===== config.mk =====
export PLATFORM = sky130hd
export DESIGN_NAME = dual_motor_ramp_kickstart_core
export DESIGN_NICKNAME = d
export VERILOG_FILES = /design/src/rtl/dmrk_pkg.sv /design/src/rtl/dmrk_motor.sv /design/src/rtl/dual_motor_ramp_kickstart_core.sv
export VERILOG_INCLUDE_DIRS = /design/src /design/src/rtl
export SDC_FILE = /design/constraint.sdc
export NUM_CORES = 1
export LEC_CHECK = 0
export ABC_AREA = 1
export CELL_PAD_IN_SITES_DETAIL_PLACEMENT = 1
export CELL_PAD_IN_SITES_GLOBAL_PLACEMENT = 2
export CORE_MARGIN = 10
export CORE_UTILIZATION = 39
export DETAILED_ROUTE_END_ITERATION = 12
export DONT_BUFFER_PORTS = 1
export PLACE_DENSITY_LB_ADDON = 0.1
export SYNTH_ARGS = -nofsm -noshare
export SYNTH_HDL_FRONTEND = slang
export SYNTH_SLANG_ARGS = --single-unit

===== constraint.sdc =====
create_clock -name clk -period 13.8 [get_ports clk]
set_input_delay 0.69 -clock clk [delete_from_list [all_inputs] [get_ports clk]]
set_output_delay 0.69 -clock clk [all_outputs]
set_load 0.03 [all_outputs]

===== src/rtl/assert_macros.svh =====
// ---------------------------------------------------------------------------
// assert_macros.svh
// Assertion helpers shared by the RTL.
// ---------------------------------------------------------------------------
`ifndef ASSERT_MACROS_SVH
`define ASSERT_MACROS_SVH

// Clocked check, masked while reset is asserted.
`define ASSERT_CLK(lbl, clk, rst_n, prop, msg) \
  lbl: assert property (@(posedge clk) disable iff (!rst_n) prop) else $error(msg);

// Clocked check that also holds during reset.
`define ASSERT_ALWAYS(lbl, clk, prop, msg) \
  lbl: assert property (@(posedge clk) prop) else $error(msg);

`endif


===== src/rtl/dmrk_pkg.sv =====
// ---------------------------------------------------------------------------
// dmrk_pkg
// Types, constants and drive encoding for the dual motor ramp/kickstart core.
// ---------------------------------------------------------------------------
package dmrk_pkg;

  localparam int PWM_WIDTH        = 8;
  localparam int KICK_TIMER_WIDTH = 16;

  localparam int PWM_MAX = (1 << PWM_WIDTH) - 1;
  localparam logic [KICK_TIMER_WIDTH-1:0] KICK_AGE_MAX = '1;

  // magnitude must hold 256 (negated -256) and PWM_MAX
  localparam int MAG_W = (PWM_WIDTH >= 10) ? PWM_WIDTH + 1 : 10;

  localparam int SPEED_W = 9;
  localparam int TGT_W   = 9;

  localparam int IN_DATA_W  = 24;
  localparam int OUT_DATA_W = 24;

  localparam int CFG_IDX_W  = 3;
  localparam int CFG_DATA_W = 16;

  localparam logic [CFG_IDX_W-1:0] REG_RAMP_PERIOD    = 3'd0;
  localparam logic [CFG_IDX_W-1:0] REG_SLEW_STEP      = 3'd1;
  localparam logic [CFG_IDX_W-1:0] REG_KICK_DURATION  = 3'd2;
  localparam logic [CFG_IDX_W-1:0] REG_KICK_PWM       = 3'd3;
  localparam logic [CFG_IDX_W-1:0] REG_FLOOR_PWM      = 3'd4;
  localparam logic [CFG_IDX_W-1:0] REG_INVERT_LEFT    = 3'd5;
  localparam logic [CFG_IDX_W-1:0] REG_INVERT_RIGHT   = 3'd6;

  localparam logic [7:0]  RST_RAMP_PERIOD    = 8'd5;
  localparam logic [7:0]  RST_SLEW_STEP      = 8'd2;
  localparam logic [15:0] RST_KICK_DURATION  = 16'd50;
  localparam logic [7:0]  RST_KICK_PWM       = 8'd255;
  localparam logic [7:0]  RST_FLOOR_PWM      = 8'd60;

  localparam logic [1:0] DIR_STOP = 2'd0;
  localparam logic [1:0] DIR_FWD  = 2'd1;
  localparam logic [1:0] DIR_REV  = 2'd2;
  localparam logic [1:0] DIR_BAD  = 2'd3;

  localparam int OUT_LW_BIT = 0;
  localparam int OUT_RW_BIT = 11;

  typedef struct packed {
    logic [1:0] dir;
    logic [7:0] pwm;
  } pins_t;

  typedef struct packed {
    logic [7:0]  slew_step;
    logic [15:0] kick_duration;
    logic [7:0]  kick_pwm;
    logic [7:0]  floor_pwm;
    logic        invert;
  } motor_cfg_t;

  typedef struct packed {
    logic  written;
    pins_t pins;
  } motor_res_t;

  function automatic pins_t drive_code(input logic signed [9:0] spd, input logic inv);
    logic signed [10:0] s;
    logic [MAG_W-1:0]   mag;
    pins_t              p;
    s = {spd[9], spd};
    if (inv) s = -s;
    p.dir = DIR_STOP;
    mag   = '0;
    if (s > 11'sd0) begin
      p.dir = DIR_FWD;
      mag   = MAG_W'(s);
    end else if (s < 11'sd0) begin
      p.dir = DIR_REV;
      mag   = MAG_W'(-s);
    end
    if (mag > MAG_W'(PWM_MAX)) mag = MAG_W'(PWM_MAX);
    p.pwm = mag[7:0];
    return p;
  endfunction

endpackage


===== src/rtl/dmrk_motor.sv =====
// ---------------------------------------------------------------------------
// dmrk_motor
// Per-motor speed state: kickstart burst, ramp step and drive pin update.
// ---------------------------------------------------------------------------
`include "assert_macros.svh"

module dmrk_motor (
  input  logic                                  clk,
  input  logic                                  rst_n,
  input  logic                                  step,
  input  logic                                  ramped,
  input  logic signed [dmrk_pkg::TGT_W-1:0]     target,
  input  dmrk_pkg::motor_cfg_t                  cfg,
  output dmrk_pkg::motor_res_t                  res
);

  logic signed [dmrk_pkg::SPEED_W-1:0]        speed_r, speed_nxt;
  logic                                       kick_on_r, kick_on_nxt;
  logic [dmrk_pkg::KICK_TIMER_WIDTH-1:0]      kick_age_r, kick_age_nxt;
  dmrk_pkg::pins_t                            pins_r;

  logic                                       trig;
  logic                                       kon1;
  logic [dmrk_pkg::KICK_TIMER_WIDTH-1:0]      age1;
  logic signed [dmrk_pkg::SPEED_W-1:0]        spd1;
  logic signed [10:0]                         spd_w, tgt_w, step_w, up, dn;
  logic [31:0]                                age_x, dur_x;
  logic signed [9:0]                          kick_s, m10, tgt10, abs_t, snap;

  always_comb begin
    trig = (speed_r == '0) && (target != '0) && !kick_on_r;
    kon1 = kick_on_r | trig;
    age1 = trig ? '0 : kick_age_r;

    spd_w  = 11'(speed_r);
    tgt_w  = 11'(target);
    step_w = $signed({3'b000, cfg.slew_step});
    up     = spd_w + step_w;
    dn     = spd_w - step_w;
    spd1   = speed_r;
    if (ramped && !kon1) begin
      if (spd_w < tgt_w) begin
        spd1 = (up > tgt_w) ? target : up[dmrk_pkg::SPEED_W-1:0];
      end else if (spd_w > tgt_w) begin
        spd1 = (dn < tgt_w) ? target : dn[dmrk_pkg::SPEED_W-1:0];
      end
    end

    age_x  = 32'(age1);
    dur_x  = 32'(cfg.kick_duration);
    kick_s = (target > 9'sd0) ? $signed({2'b00, cfg.kick_pwm})
                              : -$signed({2'b00, cfg.kick_pwm});
    m10    = $signed({2'b00, cfg.floor_pwm});
    tgt10  = 10'(target);
    abs_t  = (tgt10 < 10'sd0) ? -tgt10 : tgt10;
    snap   = (target > 9'sd0) ? m10 : -m10;
    if (abs_t < m10) snap = tgt10;

    speed_nxt    = spd1;
    kick_on_nxt  = kon1;
    kick_age_nxt = age1;
    res.written  = 1'b0;
    res.pins     = pins_r;
    if (kon1) begin
      res.written = 1'b1;
      if (age_x < dur_x) begin
        res.pins = dmrk_pkg::drive_code(kick_s, cfg.invert);
        if (age1 != dmrk_pkg::KICK_AGE_MAX) kick_age_nxt = age1 + 1'b1;
      end else begin
        kick_on_nxt = 1'b0;
        speed_nxt   = snap[dmrk_pkg::SPEED_W-1:0];
        res.pins    = dmrk_pkg::drive_code(snap, cfg.invert);
      end
    end else if (ramped) begin
      res.written = 1'b1;
      res.pins    = dmrk_pkg::drive_code(10'(spd1), cfg.invert);
    end
  end

  always_ff @(posedge clk) begin
    if (!rst_n) begin
      speed_r    <= '0;
      kick_on_r  <= 1'b0;
      kick_age_r <= '0;
      pins_r     <= '0;
    end else if (step) begin
      speed_r    <= speed_nxt;
      kick_on_r  <= kick_on_nxt;
      kick_age_r <= kick_age_nxt;
      pins_r     <= res.pins;
    end
  end

  `ASSERT_CLK(a_dir_code, clk, rst_n, pins_r.dir != dmrk_pkg::DIR_BAD,
              "reserved dir code held")
  `ASSERT_CLK(a_kick_from_rest, clk, rst_n, $rose(kick_on_r) |-> ($past(speed_r) == '0),
              "burst started while moving")
  `ASSERT_CLK(a_idle_hold, clk, rst_n, (!step) |=> ($stable(speed_r) && $stable(pins_r)),
              "state moved without a transfer")

endmodule


===== src/rtl/dual_motor_ramp_kickstart_core.sv =====
// ---------------------------------------------------------------------------
// dual_motor_ramp_kickstart_core
// Slew-rate limited dual motor drive with kickstart bursts from standstill.
// ---------------------------------------------------------------------------
// Usage:
//   in_*  : one transfer per millisecond tick, carrying both signed targets.
//   out_* : one transfer per tick with the written flag, direction code and
//           PWM magnitude of each motor.
//   cfg_* : register writes (index, data), always ready; write only while
//           no tick is in flight.
// Path: an accepted tick passes the input register, one pass of per-motor
//   logic and the output register before it is presented on out_*.
// Throughput: one tick per clock while out_tready is high.
// Stall: while out_tready is low the result holds; one more tick is held in
//   the input register, then in_tready drops.
// Reset (rst_n low, synchronous): speeds, bursts, ramp counter and held pins
//   clear; registers return to defaults (period 5, step 2, burst 50,
//   burst PWM 255, floor PWM 60, no inversion).
// ---------------------------------------------------------------------------
`include "assert_macros.svh"

module dual_motor_ramp_kickstart_core (
  input  logic                                  clk,
  input  logic                                  rst_n,
  // [8:0] target_left, [17:9] target_right, [23:18] zero
  input  logic [dmrk_pkg::IN_DATA_W-1:0]        in_tdata,
  input  logic                                  in_tvalid,
  output logic                                  in_tready,
  // [0] left_written, [2:1] left_dir, [10:3] left_pwm, [11] right_written,
  // [13:12] right_dir, [21:14] right_pwm, [23:22] zero
  output logic [dmrk_pkg::OUT_DATA_W-1:0]       out_tdata,
  output logic                                  out_tvalid,
  input  logic                                  out_tready,
  input  logic                                  cfg_valid,
  output logic                                  cfg_ready,
  input  logic [dmrk_pkg::CFG_IDX_W-1:0]        cfg_index,
  input  logic [dmrk_pkg::CFG_DATA_W-1:0]       cfg_data
);

  logic [7:0]  ramp_period_r, slew_step_r, kick_pwm_r, floor_pwm_r;
  logic [15:0] kick_duration_r;
  logic        invert_left_r, invert_right_r;

  logic                                   s1_valid_r;
  logic signed [dmrk_pkg::TGT_W-1:0]      tgt_left_r, tgt_right_r;
  logic                                   out_valid_r;
  logic [dmrk_pkg::OUT_DATA_W-1:0]        out_data_r, out_data_nxt;
  logic [7:0]                             ramp_age_r, ramp_age_nxt;

  logic                                   step, ramped;
  logic [7:0]                             nage;
  dmrk_pkg::motor_cfg_t                   cfg_left, cfg_right;
  dmrk_pkg::motor_res_t                   res_left, res_right;

  assign cfg_ready  = 1'b1;
  assign step       = s1_valid_r && (!out_valid_r || out_tready);
  assign in_tready  = !s1_valid_r || step;
  assign out_tvalid = out_valid_r;
  assign out_tdata  = out_data_r;

  always_ff @(posedge clk) begin
    if (!rst_n) begin
      ramp_period_r    <= dmrk_pkg::RST_RAMP_PERIOD;
      slew_step_r      <= dmrk_pkg::RST_SLEW_STEP;
      kick_duration_r  <= dmrk_pkg::RST_KICK_DURATION;
      kick_pwm_r       <= dmrk_pkg::RST_KICK_PWM;
      floor_pwm_r      <= dmrk_pkg::RST_FLOOR_PWM;
      invert_left_r    <= 1'b0;
      invert_right_r   <= 1'b0;
    end else if (cfg_valid && cfg_ready) begin
      unique case (cfg_index)
        dmrk_pkg::REG_RAMP_PERIOD:    ramp_period_r    <= cfg_data[7:0];
        dmrk_pkg::REG_SLEW_STEP:      slew_step_r      <= cfg_data[7:0];
        dmrk_pkg::REG_KICK_DURATION:  kick_duration_r  <= cfg_data;
        dmrk_pkg::REG_KICK_PWM:       kick_pwm_r       <= cfg_data[7:0];
        dmrk_pkg::REG_FLOOR_PWM:      floor_pwm_r      <= cfg_data[7:0];
        dmrk_pkg::REG_INVERT_LEFT:    invert_left_r    <= cfg_data[0];
        dmrk_pkg::REG_INVERT_RIGHT:   invert_right_r   <= cfg_data[0];
        default: ;
      endcase
    end
  end

  always_comb begin
    nage         = (ramp_age_r == 8'hFF) ? 8'hFF : ramp_age_r + 8'd1;
    ramped       = (nage >= ramp_period_r);
    ramp_age_nxt = ramped ? 8'd0 : nage;

    cfg_left  = '{slew_step: slew_step_r, kick_duration: kick_duration_r,
                  kick_pwm: kick_pwm_r, floor_pwm: floor_pwm_r,
                  invert: invert_left_r};
    cfg_right = '{slew_step: slew_step_r, kick_duration: kick_duration_r,
                  kick_pwm: kick_pwm_r, floor_pwm: floor_pwm_r,
                  invert: invert_right_r};

    out_data_nxt = {2'b00, res_right.pins.pwm, res_right.pins.dir, res_right.written,
                    res_left.pins.pwm, res_left.pins.dir, res_left.written};
  end

  dmrk_motor u_left (
    .clk    (clk),
    .rst_n  (rst_n),
    .step   (step),
    .ramped (ramped),
    .target (tgt_left_r),
    .cfg    (cfg_left),
    .res    (res_left)
  );

  dmrk_motor u_right (
    .clk    (clk),
    .rst_n  (rst_n),
    .step   (step),
    .ramped (ramped),
    .target (tgt_right_r),
    .cfg    (cfg_right),
    .res    (res_right)
  );

  always_ff @(posedge clk) begin
    if (!rst_n) begin
      s1_valid_r  <= 1'b0;
      out_valid_r <= 1'b0;
      ramp_age_r  <= '0;
    end else begin
      if (in_tvalid && in_tready) begin
        s1_valid_r <= 1'b1;
      end else if (step) begin
        s1_valid_r <= 1'b0;
      end
      if (step) begin
        out_valid_r <= 1'b1;
        ramp_age_r  <= ramp_age_nxt;
      end else if (out_tready) begin
        out_valid_r <= 1'b0;
      end
    end
  end

  always_ff @(posedge clk) begin
    if (in_tvalid && in_tready) begin
      tgt_left_r  <= $signed(in_tdata[8:0]);
      tgt_right_r <= $signed(in_tdata[17:9]);
    end
    if (step) begin
      out_data_r <= out_data_nxt;
    end
  end

  `ASSERT_CLK(a_step_out, clk, rst_n, step |=> out_valid_r,
              "transfer lost on the way to the output")
  `ASSERT_CLK(a_ramp_writes, clk, rst_n, (step && ramped) |=>
              (out_data_r[dmrk_pkg::OUT_LW_BIT] && out_data_r[dmrk_pkg::OUT_RW_BIT]),
              "ramp tick without pin update")
  `ASSERT_CLK(a_ready_empty, clk, rst_n, (!s1_valid_r) |-> in_tready,
              "input stalled while empty")

endmodule


==> flow_metrics.env <==
export IMPL_hold_class="input port to flip-flop"
export IMPL_worstPathRequired_ns=14.04
export IMPL_routabilityCongestion=0.851
export IMPL_rows=78
export IMPL_ios=75
export IMPL_max_freq_mhz=161
export IMPL_synth_mux_area_share_pct=0
export IMPL_drt_first_pass_iters=5
export IMPL_ys_warn_count=0
export IMPL_cts_max_level=4
export IMPL_antenna_found_initial=0
export IMPL_synth_top_family_by_area="simple AND/OR/NAND/NOR gates"
export IMPL_end_kind="flip-flop"
export IMPL_max_stage_delay_ns=0.43
export IMPL_die_w_um=234
export IMPL_hold_buffers=0
export IMPL_fin_worst_skew_ns=0.0163
export IMPL_drive_gt1_share_pct=7.69
export IMPL_placement_io_buffers=0
export IMPL_vias=18100
export IMPL_synth_seq_cells=172
export IMPL_holdWs_ns=0.270
export IMPL_cts_buffers=17
export IMPL_grt_pass1_wl_um=97200
export IMPL_globalRouteOverflowTotal=0
export IMPL_ctsResizeCount=0
export IMPL_avgRoutedWirePerCell_um=17.9
export IMPL_slew_viol_final=0
export IMPL_startpoint="u_left.speed_r[0]$_SDFFE_PN0P_"
export IMPL_clock_sinks=172
export IMPL_dp_hpwl_um=48200
export IMPL_maxCapViolCount=0
export IMPL_path_max_fanout=10
export IMPL_drt_total_wl_um=60400
export IMPL_synth_fa_ha_area_share_pct=11.4
export IMPL_leakage_nw=9.03
export IMPL_synth_compound_area_share_pct=16.1
export IMPL_syn_inst=2809
export IMPL_tritoncts="yes"
export IMPL_synth_avg_cell_area_um2=6.36
export IMPL_min_from="in_tdata[8]"
export IMPL_synth_cell_types=71
export IMPL_worstSetupStartpointType="flip-flop"
export IMPL_area_growth_pct=5.68
export IMPL_drc_errors=0
export IMPL_cp_arrival_ns=6.44
export IMPL_cp_slowest_cell="fa_1"
export IMPL_synth_edff_count=40
export IMPL_synth_async_reset_ratio_pct=0
export IMPL_synth_area_leaders="nand2_1 15%, dfxtp_1 15%, ha_1 11%, inv_1 7.8%, edfxtp_1 6.7%"
export IMPL_critical_path_class="flip-flop to flip-flop"
export IMPL_cts_root_buf="clkbuf_16"
export IMPL_yosysMostFrequentCell="nand2_1"
export IMPL_clock_latency_ns=0.51
export IMPL_ant_nets=0
export IMPL_power_density_mw_per_mm2=77.1
export IMPL_grt_use_total_pct=22.2
export IMPL_r2r_start="u_left.speed_r[0]$_SDFFE_PN0P_"
export IMPL_synth_xor_area_share_pct=4.78
export IMPL_drt_initial_drc_count=937
export IMPL_num_antenna_cells=0
export IMPL_ys_flop_type="dfxtp_1"
export IMPL_reg2reg_to="out_tdata[4]$_DFFE_PP_"
export IMPL_hold_violations=0
export IMPL_reg2reg_slack_ns=7.60
export IMPL_initial_utilization_pct=39.4
export IMPL_grt_pass1_vias=18300
export IMPL_peakVddDrop_uv=84.9
export IMPL_synthSimpleGateAreaFrac_pct=35.2
export IMPL_path_common_cell="nand2_1"
export IMPL_worstMarginPinSlew_ns=1.04
export IMPL_synth_top_cell_by_area="nand2_1"
export IMPL_min_period_ns=6.20
export IMPL_fin_crit_sh_pct=44.9
export IMPL_fp_dieArea_mm2=0.0548
export IMPL_reg2reg_depth=39
export IMPL_die_y_um=234
export IMPL_grt_max_degree=63
export IMPL_status="completed"
export IMPL_clkTransAtPathRegs_ns=0.09
export IMPL_tns_ns=0
export IMPL_yosysTopAreaCellShare_pct=15.5
export IMPL_slew_headroom_pct=30.3
export IMPL_endpoint="out_tdata[4]$_DFFE_PP_"
export IMPL_finalSetupViolations=0
export IMPL_final_nets=2965
export IMPL_rsz0062_at_grt="false"
export IMPL_post_cts_buffers=0
export IMPL_synthTopCellsByCount="738 x nand2_1, 372 x inv_1, 245 x nor2_1"
export IMPL_clk_path_buf_depth=2
export IMPL_viasPerCell=5.36
export IMPL_seq_area_frac_synth_pct=21.5
export IMPL_core_mm2=0.0454
export IMPL_synth_area_mm2=0.0179
-- registers in the layout, summed over array words and instances (netlist names) --
signal,count
u_left.kick_on_r,1
invert_left_r,1
ramp_period_r,8
ramp_age_r,8
out_tvalid,1
u_right.speed_r,9
tgt_right_r,9
u_left.kick_age_r,16
floor_pwm_r,8
u_right.kick_on_r,1
kick_pwm_r,8
u_left.speed_r,9
tgt_left_r,9
u_right.pins_r,10
slew_step_r,8
s1_valid_r,1
invert_right_r,1
u_left.pins_r,10
kick_duration_r,16
u_right.kick_age_r,16
out_tdata,22
-- layout make-up --
type,count,area (µm²)
Clock buffer,17,425
Clock inverter,15,198
Fill cell,6057,26500
Inverter,405,1530
Multi-Input combinational cell,2154,12100
Sequential cell,172,3840
Tap cell,600,751
Timing Repair Buffer,6,45.0
-- power breakdown --
part	switching, mW	total, mW	internal, mW
sequential	0.0187	0.552	0.533
combinational	0.253	0.362	0.109
clock	0.266	0.542	0.276
-- layer usage --
layer	track usage (%)	vias to the layer above	share of wire [%]
met1	29.3	8726	49
met2	37.3	210	47
met5	0	-	0
met4	5.74	0	1.7
li1	-	9061	-
met3	3.34	54	2.9
-- critical path, delay by kind of cell (launching register included) --
family / cells / cell delay (ns)
xor+xnor: 1 / 0.27
simple gates: 21 / 2.30
compound gates: 4 / 0.89
flops: 1 / 0.39
buf+inv: 8 / 0.68
fa+ha+maj: 5 / 1.38
-- stage by stage --
step	area (µm²)	utilization, %	std cells	setup WS, ns	power (mW)
after floorplan	17900	-	2810	8.80	0.839
after global placement	18300	40.2	3337	7.84	0.912
after detailed placement	18300	40.2	3337	7.66	0.925
after CTS	18900	41.6	3369	7.65	1.47
after global routing	18900	41.6	3369	6.97	1.54
final	18900	41.6	3369	7.60	1.46
-- worst min-delay path by stage --
stage | cells after the start | slack (ns) | end
6_report | 0 | 0.27 | tgt_left_r[8]$_DFFE_PP_
5_1_grt | 0 | 0.25 | tgt_left_r[3]$_DFFE_PP_
4_1_cts | 0 | 0.24 | tgt_left_r[8]$_DFFE_PP_
3_5_place_dp | 2 | 0.45 | ramp_period_r[5]$_SDFFE_PN0P_
3_3_place_gp | 2 | 0.45 | u_right.kick_age_r[10]$_SDFFE_PN0P_
2_1_floorplan | 2 | 0.44 | ramp_period_r[1]$_SDFFE_PN0P_
-- cell families (layout without fill, tap and decap cells) --
family | after synthesis | count (layout)
flip-flops | 172 | 172
buffers and inverters | 484 | 443
adder cells (fa/ha/maj) | 161 | 161
AND/OR/NAND/NOR | 1410 | 1410
XOR/XNOR | 92 | 92
other | 2 | 3
AO/OA/AOI/OAI | 488 | 488
-- placed cells by master, fill, tap and decap left out, types with 13 or more instances in the layout --
cell | netlist | layout
o211ai_1 | 33 | 33
o21ai_2 | 16 | 16
nand4_1 | 44 | 44
xnor2_1 | 17 | 17
clkbuf_16 | 0 | 17
nor2_1 | 245 | 245
a21oi_1 | 185 | 185
inv_2 | 24 | 24
nand3_1 | 221 | 221
nor3_1 | 38 | 37
nand2_1 | 738 | 737
edfxtp_1 | 40 | 40
nand2_2 | 38 | 39
o21ai_0 | 167 | 167
nor2_4 | 13 | 13
ha_1 | 157 | 157
o21ai_1 | 16 | 16
nor2_2 | 19 | 19
nand3_2 | 13 | 13
xor2_1 | 70 | 70
inv_1 | 372 | 372
dfxtp_1 | 132 | 132
Power figures use the tool's default switching activity.
